==> src/rtl/rar_pkg.sv <==
// ----------------------------------------------------------------------------
// rar_pkg
// Shared types and constants for the rational arithmetic reducer.
// ----------------------------------------------------------------------------
package rar_pkg;

    localparam int OPW = 16;           // operand width
    localparam int PW  = 2 * OPW;      // product width
    localparam int RW  = PW + 1;       // raw sum width (signed)
    localparam int MW  = PW;           // magnitude width (same as the product width)
    localparam int OW  = 33;           // output word width
    localparam int CW  = $clog2(MW + 2);

    localparam logic [1:0] OP_ADD = 2'd0;
    localparam logic [1:0] OP_SUB = 2'd1;
    localparam logic [1:0] OP_MUL = 2'd2;
    localparam logic [1:0] OP_DIV = 2'd3;

    // queue entry between front and back
    typedef struct packed {
        logic          neg_n;
        logic          neg_d;
        logic [RW-1:0] mag_n;
        logic [RW-1:0] mag_d;
    } raw_t;

endpackage

==> src/rtl/rar_front.sv <==
// ----------------------------------------------------------------------------
// rar_front
// Accepts a word, forms raw numerator and denominator on one multiplier
// in states M0, M1 and (add/sub) M2, and pushes signs and magnitudes to the queue.
// ----------------------------------------------------------------------------
module rar_front
(
    input  logic                            clk,
    input  logic                            rst_n,
    input  logic                            valid,
    output logic                            ready,
    input  logic [1:0]                      operation,
    input  logic signed [rar_pkg::OPW-1:0]  num_a,
    input  logic signed [rar_pkg::OPW-1:0]  den_a,
    input  logic signed [rar_pkg::OPW-1:0]  num_b,
    input  logic signed [rar_pkg::OPW-1:0]  den_b,
    output logic                            q_valid,
    input  logic                            q_ready,
    output rar_pkg::raw_t                   q_data
);
    import rar_pkg::*;

    localparam logic [2:0] S_IDLE = 3'd0;
    localparam logic [2:0] S_M0   = 3'd1;
    localparam logic [2:0] S_M1   = 3'd2;
    localparam logic [2:0] S_M2   = 3'd3;
    localparam logic [2:0] S_PUSH = 3'd4;

    logic [2:0]            state_reg, state_next;
    logic [1:0]            op_reg;
    logic signed [OPW-1:0] na_reg, da_reg, nb_reg, db_reg;
    logic signed [PW-1:0]  p_reg;
    logic signed [RW-1:0]  rn_reg, rd_reg;
    logic signed [OPW-1:0] ma, mb;
    logic signed [PW-1:0]  prod;
    raw_t                  q_word;

    always_comb
    begin
        ma = na_reg;
        mb = db_reg;
        case (state_reg)
            S_M0:
            begin
                ma = na_reg;
                mb = (op_reg == OP_MUL) ? nb_reg : db_reg;
            end
            S_M1:
            begin
                ma = da_reg;
                mb = (op_reg == OP_DIV) ? nb_reg : db_reg;
            end
            S_M2:
            begin
                ma = nb_reg;
                mb = da_reg;
            end
            default:
            begin
                ma = na_reg;
                mb = db_reg;
            end
        endcase
        prod = ma * mb;
    end

    always_comb
    begin
        state_next = state_reg;
        case (state_reg)
            S_IDLE: if (valid) state_next = S_M0;
            S_M0:   state_next = S_M1;
            S_M1:   state_next = (op_reg == OP_ADD || op_reg == OP_SUB) ? S_M2 : S_PUSH;
            S_M2:   state_next = S_PUSH;
            S_PUSH: if (q_ready) state_next = S_IDLE;
            default: state_next = S_IDLE;
        endcase
    end

    always_ff @(posedge clk or negedge rst_n)
    begin
        if (!rst_n)
            state_reg <= S_IDLE;
        else
            state_reg <= state_next;
    end

    always_ff @(posedge clk)
    begin
        case (state_reg)
            S_IDLE:
            begin
                op_reg <= operation;
                na_reg <= num_a;
                da_reg <= den_a;
                nb_reg <= num_b;
                db_reg <= den_b;
            end
            S_M0: p_reg <= prod;
            S_M1:
            begin
                rd_reg <= RW'(prod);
                rn_reg <= RW'(p_reg);
            end
            S_M2:
            begin
                if (op_reg == OP_SUB)
                    rn_reg <= rn_reg - RW'(prod);
                else
                    rn_reg <= rn_reg + RW'(prod);
            end
            default: ;
        endcase
    end

    always_comb
    begin
        q_word.neg_n = rn_reg[RW-1];
        q_word.neg_d = rd_reg[RW-1];
        q_word.mag_n = rn_reg[RW-1] ? -rn_reg : rn_reg;
        q_word.mag_d = rd_reg[RW-1] ? -rd_reg : rd_reg;
    end

    assign ready   = (state_reg == S_IDLE);
    assign q_valid = (state_reg == S_PUSH);
    assign q_data  = q_word;

endmodule

==> src/rtl/rar_queue.sv <==
// ----------------------------------------------------------------------------
// rar_queue
// Two-entry queue between front and back.
// ----------------------------------------------------------------------------
module rar_queue
(
    input  logic          clk,
    input  logic          rst_n,
    input  logic          wr_valid,
    output logic          wr_ready,
    input  rar_pkg::raw_t wr_data,
    output logic          rd_valid,
    input  logic          rd_ready,
    output rar_pkg::raw_t rd_data
);
    import rar_pkg::*;

    raw_t       mem_reg [2];
    logic       wp_reg, rp_reg;
    logic [1:0] cnt_reg;
    logic       push, pop;

    assign wr_ready = (cnt_reg != 2'd2);
    assign rd_valid = (cnt_reg != 2'd0);
    assign push     = wr_valid && wr_ready;
    assign pop      = rd_valid && rd_ready;
    assign rd_data  = mem_reg[rp_reg];

    always_ff @(posedge clk or negedge rst_n)
    begin
        if (!rst_n)
        begin
            wp_reg  <= 1'b0;
            rp_reg  <= 1'b0;
            cnt_reg <= 2'd0;
        end
        else
        begin
            if (push) wp_reg <= ~wp_reg;
            if (pop)  rp_reg <= ~rp_reg;
            cnt_reg <= cnt_reg + {1'b0, push} - {1'b0, pop};
        end
    end

    always_ff @(posedge clk)
    begin
        if (push)
            mem_reg[wp_reg] <= wr_data;
    end

`ifndef SYNTHESIS
    a_no_overflow: assert property (@(posedge clk) disable iff (!rst_n)
        cnt_reg <= 2'd2) else $error("queue count out of range");
    a_push_count: assert property (@(posedge clk) disable iff (!rst_n)
        push && !pop |=> cnt_reg == $past(cnt_reg) + 2'd1) else $error("push lost");
    a_pop_count: assert property (@(posedge clk) disable iff (!rst_n)
        pop && !push |=> cnt_reg == $past(cnt_reg) - 2'd1) else $error("pop lost");
`endif

endmodule

==> src/rtl/rar_back.sv <==
// ----------------------------------------------------------------------------
// rar_back
// Binary GCD of the two magnitudes, then two restoring divisions by the
// GCD on one shared subtractor, then the signed output register.
// ----------------------------------------------------------------------------
module rar_back
(
    input  logic                           clk,
    input  logic                           rst_n,
    input  logic                           q_valid,
    output logic                           q_ready,
    input  rar_pkg::raw_t                  q_data,
    output logic                           valid,
    input  logic                           ready,
    output logic signed [rar_pkg::OW-1:0]  num_out,
    output logic signed [rar_pkg::OW-1:0]  den_out
);
    import rar_pkg::*;

    localparam logic [2:0] S_IDLE = 3'd0;
    localparam logic [2:0] S_GCD  = 3'd1;
    localparam logic [2:0] S_DIVN = 3'd2;
    localparam logic [2:0] S_DIVD = 3'd3;
    localparam logic [2:0] S_OUT  = 3'd4;

    logic [2:0]    state_reg, state_next;
    raw_t          it_reg;
    logic [RW-1:0] a_reg, b_reg;      // gcd working values
    logic [CW-1:0] k_reg;             // common factor-of-two count
    logic [RW-1:0] g_reg;             // gcd
    logic [RW-1:0] rem_reg, quo_reg;
    logic [CW:0]   cnt_reg;
    logic [RW-1:0] qn_reg;
    logic [RW:0]   trial;
    logic [RW-1:0] rem_sh;

    assign rem_sh = {rem_reg[RW-2:0], quo_reg[RW-1]};
    assign trial  = {1'b0, rem_sh} - {1'b0, g_reg};

    always_comb
    begin
        state_next = state_reg;
        case (state_reg)
            S_IDLE: if (q_valid) state_next = S_GCD;
            S_GCD:  if (a_reg == b_reg || a_reg == '0 || b_reg == '0) state_next = S_DIVN;
            S_DIVN: if (cnt_reg == '0) state_next = S_DIVD;
            S_DIVD: if (cnt_reg == '0) state_next = S_OUT;
            S_OUT:  if (ready) state_next = S_IDLE;
            default: state_next = S_IDLE;
        endcase
    end

    always_ff @(posedge clk or negedge rst_n)
    begin
        if (!rst_n)
            state_reg <= S_IDLE;
        else
            state_reg <= state_next;
    end

    // Load, binary GCD (strip shared twos, strip lone twos, subtract smaller from larger), divisions, output.
    always_ff @(posedge clk)
    begin
        case (state_reg)
            S_IDLE:
            begin
                it_reg <= q_data;
                a_reg  <= q_data.mag_n;
                b_reg  <= q_data.mag_d;
                k_reg  <= '0;
            end
            S_GCD:
            begin
                if (a_reg == '0 || b_reg == '0)
                    g_reg <= RW'(1);
                else if (a_reg == b_reg)
                    g_reg <= a_reg << k_reg;
                else if (!a_reg[0] && !b_reg[0])
                begin
                    a_reg <= a_reg >> 1;
                    b_reg <= b_reg >> 1;
                    k_reg <= k_reg + 1'b1;
                end
                else if (!a_reg[0])
                    a_reg <= a_reg >> 1;
                else if (!b_reg[0])
                    b_reg <= b_reg >> 1;
                else if (a_reg > b_reg)
                    a_reg <= (a_reg - b_reg) >> 1;
                else
                    b_reg <= (b_reg - a_reg) >> 1;
                if (state_next == S_DIVN)
                begin
                    rem_reg <= '0;
                    quo_reg <= it_reg.mag_n;
                    cnt_reg <= (CW+1)'(RW - 1);
                end
            end
            S_DIVN, S_DIVD:
            begin
                if (cnt_reg == '0)
                begin
                    // last quotient bit goes straight to its destination
                    if (state_reg == S_DIVN)
                    begin
                        qn_reg  <= {quo_reg[RW-2:0], !trial[RW]};
                        rem_reg <= '0;
                        quo_reg <= it_reg.mag_d;
                        cnt_reg <= (CW+1)'(RW - 1);
                    end
                    else
                    begin
                        num_out <= it_reg.neg_n ? -OW'(qn_reg) : OW'(qn_reg);
                        den_out <= it_reg.neg_d ? -OW'({quo_reg[RW-2:0], !trial[RW]})
                                                : OW'({quo_reg[RW-2:0], !trial[RW]});
                    end
                end
                else
                begin
                    if (!trial[RW])
                    begin
                        rem_reg <= trial[RW-1:0];
                        quo_reg <= {quo_reg[RW-2:0], 1'b1};
                    end
                    else
                    begin
                        rem_reg <= rem_sh;
                        quo_reg <= {quo_reg[RW-2:0], 1'b0};
                    end
                    cnt_reg <= cnt_reg - 1'b1;
                end
            end
            default: ;
        endcase
    end

    assign q_ready = (state_reg == S_IDLE);
    assign valid   = (state_reg == S_OUT);

`ifndef SYNTHESIS
    a_gcd_nonzero: assert property (@(posedge clk) disable iff (!rst_n)
        state_reg == S_DIVN |-> g_reg != '0) else $error("zero divisor");
    a_out_hold: assert property (@(posedge clk) disable iff (!rst_n)
        valid && !ready |=> valid && $stable(num_out) && $stable(den_out))
        else $error("result changed while stalled");
    a_take_idle: assert property (@(posedge clk) disable iff (!rst_n)
        q_valid && q_ready |=> state_reg == S_GCD) else $error("queue pop lost");
`endif

endmodule

==> src/rtl/rational_arith_reduce.sv <==
// ----------------------------------------------------------------------------
// rational_arith_reduce
// Signed fraction add/subtract/multiply/divide with GCD reduction.
// ----------------------------------------------------------------------------
// Input channel (valid/ready) takes operation and two fractions a and b.
// Output channel (valid/ready) returns num_out/den_out, each reduced by the
// GCD of the raw magnitudes and keeping its own raw sign; a zero magnitude
// on either side passes both through unreduced.
// Front: one 16x16 multiplier, one word at a time, then a 2-word queue.
// Back: binary GCD (one shift or subtract per cycle) then two 33-step
// restoring divisions sharing one subtractor, one word at a time; the back
// unit sets the throughput. The front keeps accepting while the queue has
// room, so a stalled receiver first fills the queue, then drops ready on
// the input. Reset clears all control state and empties the queue.
// ----------------------------------------------------------------------------
module rational_arith_reduce
(
    input  logic                            clk,
    input  logic                            rst_n,
    input  logic                            in_valid,
    output logic                            in_ready,
    input  logic [1:0]                      operation,
    input  logic signed [rar_pkg::OPW-1:0]  num_a,
    input  logic signed [rar_pkg::OPW-1:0]  den_a,
    input  logic signed [rar_pkg::OPW-1:0]  num_b,
    input  logic signed [rar_pkg::OPW-1:0]  den_b,
    output logic                            out_valid,
    input  logic                            out_ready,
    output logic signed [rar_pkg::OW-1:0]   num_out,
    output logic signed [rar_pkg::OW-1:0]   den_out
);
    import rar_pkg::*;

    logic  fq_valid, fq_ready, qb_valid, qb_ready;
    raw_t  fq_data, qb_data;

    rar_front u_front (
        .clk(clk), .rst_n(rst_n), .valid(in_valid), .ready(in_ready),
        .operation(operation), .num_a(num_a), .den_a(den_a),
        .num_b(num_b), .den_b(den_b),
        .q_valid(fq_valid), .q_ready(fq_ready), .q_data(fq_data)
    );

    rar_queue u_queue (
        .clk(clk), .rst_n(rst_n),
        .wr_valid(fq_valid), .wr_ready(fq_ready), .wr_data(fq_data),
        .rd_valid(qb_valid), .rd_ready(qb_ready), .rd_data(qb_data)
    );

    rar_back u_back (
        .clk(clk), .rst_n(rst_n),
        .q_valid(qb_valid), .q_ready(qb_ready), .q_data(qb_data),
        .valid(out_valid), .ready(out_ready),
        .num_out(num_out), .den_out(den_out)
    );

endmodule

==> config.mk <==
export PLATFORM = sky130hd
export DESIGN_NAME = rational_arith_reduce
export DESIGN_NICKNAME = d
export VERILOG_FILES = /design/src/rtl/rar_pkg.sv /design/src/rtl/rar_front.sv /design/src/rtl/rar_queue.sv /design/src/rtl/rar_back.sv /design/src/rtl/rational_arith_reduce.sv
export SDC_FILE = /design/constraint.sdc
export NUM_CORES = 2
export LEC_CHECK = 0
export ABC_AREA = 1
export BUFFER_PORTS_ARGS = -buffer_cell sky130_fd_sc_hd__buf_2
export CORE_ASPECT_RATIO = 1.4
export CORE_MARGIN = 1.5
export CORE_UTILIZATION = 60
export DETAILED_ROUTE_END_ITERATION = 8
export PLACE_DENSITY = 0.78
export SLEW_MARGIN = 25
export SYNTH_ARGS = -nofsm -noshare
export SYNTH_HDL_FRONTEND = slang
export SYNTH_SLANG_ARGS = --single-unit
==> constraint.sdc <==
create_clock -name clk -period 13.4 [get_ports clk]
set_clock_uncertainty 0.15 [all_clocks]
set_input_delay 0.67 -clock clk [delete_from_list [all_inputs] [get_ports clk]]
set_output_delay 0.67 -clock clk [all_outputs]
set_load 0.005 [all_outputs]
==> impl_metrics.yaml <==
worst_setup_path:
  worstSetupPathType: "flip-flop to flip-flop"
  r2r_cells: 45
  cp_max_fo: 44
  endpoint_kind: "flip-flop"
  crit_path_end: "u_front.rn_reg[29]"
  path_buf_inv: 9
  worstSetupStartpointType: "flip-flop"
  required_ns: 13.60
  crit_slowest_cell: "fa_1"
  r2r_slack_ns: 1.95
  max_stage_delay_ns: 0.59
  crit_path_frequent_cell: "nand2_1"
  cp_num_cells: 45
  cp-startpoint: "u_front.state_reg[2]"
  rr_endpoint: "u_front.rn_reg[29]"
  crit_arrival_ns: 11.65
  timing.rr.start: "u_front.state_reg[2]"
  path_delay_family: "adder cells"
placed_design:
  hpwl_um: 122200
  gp_congestion: 1.056
  io_buffer_count: 137
die:
  initial_core_util_pct: 60.80
  fp.coreArea_um2: 79380
  fp-row-count: 122
  num_io_pins: 138
  dieArea_um2: 82170
  die_h_um: 338.6
  die_w_um: 242.7
synthesis:
  synthArstFlopShare_pct: 1.531
  synth_edf_count: 643
  synthesis.area_um2: 48260
  synth-seq-area-share_pct: 40.53
  avgSynthCellArea_um2: 8.749
  ys_warn_count: 0
  ys_ff_latch: 653
  ys_types: 72
  synthCells: 5516
  synth_ff_type: "edfxtp_1"
layout:
  final_cell_mix: "nand2_1 (1101), inv_1 (848), edfxtp_1 (643)"
  drive_above_1_share_pct: 7.504
  final_util_pct: 66.00
  num-nets-final: 6171
  final_common_cell: "nand2_1"
  largest_register_ffs: 136
  fillers: 6496
  syn_to_final_growth_pct: 8.556
clock_network:
  cts_max_path_buffers: 3
  cts_htree_levels: 3
  root_buffer: "clkbuf_16"
  clk_pin_slew_worst_paths_ns: 0.08
  cts_sinks: 653
  cts_tree: "yes"
  numCtsBuffers: 66
  clk_latency_ns: 0.65
  cts_resized: 0
timing:
  period_share_pct: 85.45
  worst-slew-pin-transition_ns: 1.188
  timing.final.setup_violations: 0
  max_slew_margin_pct: 20.78
  hold_viol: 0
  min_period_ns: 11.45
  max_freq_ghz: 0.08733
  rsz0062_at_grt: "false"
  setup-tns-final_ns: 0
  drv_slew: 0
routing:
  drt_iter0_drc: 3555
  drc: 0
  first_pass_iters: 8
  wl_per_cell_um: 23.05
  avgViaCountPerCell: 5.923
  drt_wl_total_um: 155100
  vias: 39854
  antenna_left: 0
outcome:
  status: "finished, final reports clean"
grt:
  track_usage_pct: 38.07
  grt_antenna_before_repair: 11
  grt_pass1_vias: 40340
  grt_first_pass_wirelength_um: 233700
  grt_max_degree: 73
  grt_overflow: 0
flow_run:
  cap_violations: 0
hold_path:
  hold_path.class: "primary input to flip-flop"
  hold_start: "num_a[7]"
  hold_depth: 1
==> kinds of logic (layout without fill, tap and decap cells) <==
logic type	count (synthesis)	after routing	share of synthesized area, %
AO/OA/AOI/OAI	932	932	11.11
AND/OR/NAND/NOR	2112	2112	18.14
adder cells (fa/ha/maj)	489	489	16.82
flip-flops	653	653	40.53
other	1	13	0.007771
XOR/XNOR	255	255	4.690
buffers and inverters	1054	1201	8.294
multiplexers	20	20	0.4148
==> cells in the mapped netlist (18+ instances only) <==
cell type | n | area share [%]
mux2i_1 | 20 | 0.41
a31oi_1 | 22 | 0.29
o21ai_1 | 18 | 0.19
xnor2_1 | 80 | 1.5
ha_1 | 223 | 5.8
clkbuf_1 | 131 | 1.0
or2_2 | 33 | 0.43
inv_1 | 852 | 6.6
nor2_1 | 607 | 4.7
nor4_1 | 25 | 0.32
a21oi_1 | 381 | 4.0
nand3_1 | 154 | 1.6
o21bai_1 | 29 | 0.45
nor3_1 | 81 | 0.84
inv_2 | 25 | 0.19
fa_1 | 266 | 11
edfxtp_1 | 643 | 40
o22ai_1 | 25 | 0.32
nand4_1 | 59 | 0.76
o21ai_0 | 299 | 3.1
nand2_1 | 1101 | 8.6
o21a_1 | 40 | 0.62
xor2_1 | 171 | 3.1
==> layout make-up <==
type	instances	area [um2]	share of cell area (%)
clock inverter	43	573.1	1.094
antenna	11	27.53	0.05254
inverter	895	3361	6.415
tap	1054	1319	2.517
clock buffer	77	1693	3.231
multi-input combinational	3810	24790	47.31
sequential	653	19560	37.34
timing repair buffer	186	1069	2.040
==> per-layer routing <==
layer  vias up  GRT usage, %  wire length (um)
met5         -             0                24
met4         4         34.32             16040
met3       696         5.985              9511
met2      1880         66.98             78250
met1     18980         38.84             51290
li1      18294             -                 -
==> stage by stage <==
step / setup slack (ns) / hold slack (ns) / instance area (um2) / cells
final: 1.950 / 0.03450 / 52390 / 6729
after global routing: 1.521 / 0.03436 / 52360 / 6719
after CTS: 2.160 / 0.01855 / 52340 / 6717
after detailed placement: 2.250 / 0.3253 / 50060 / 6596
after global placement: 2.364 / 0.3312 / 50060 / 6596
after floorplan: 3.961 / 0.2244 / 48260 / 5517
==> repair_timing <==
action / in CTS / in global routing
hold buffers: 1 / 0
endpoints found under the hold margin: 10 / 0
buffers inserted: 0 / 0
==> worst min-delay path by stage <==
| stage | endpoint | slack, ns |
|---|---|---|
| floorplan | u_back.state_reg[0] | 0.22 |
| global placement | u_back.num_out[0] | 0.33 |
| detailed placement | u_back.num_out[0] | 0.33 |
| CTS | u_front.na_reg[7] | 0.02 |
| global route | u_front.na_reg[7] | 0.03 |
| finish | u_front.na_reg[7] | 0.03 |
Power is not shown: default switching activity piles up to over one toggle a cycle in this logic, so the estimate is an artifact.
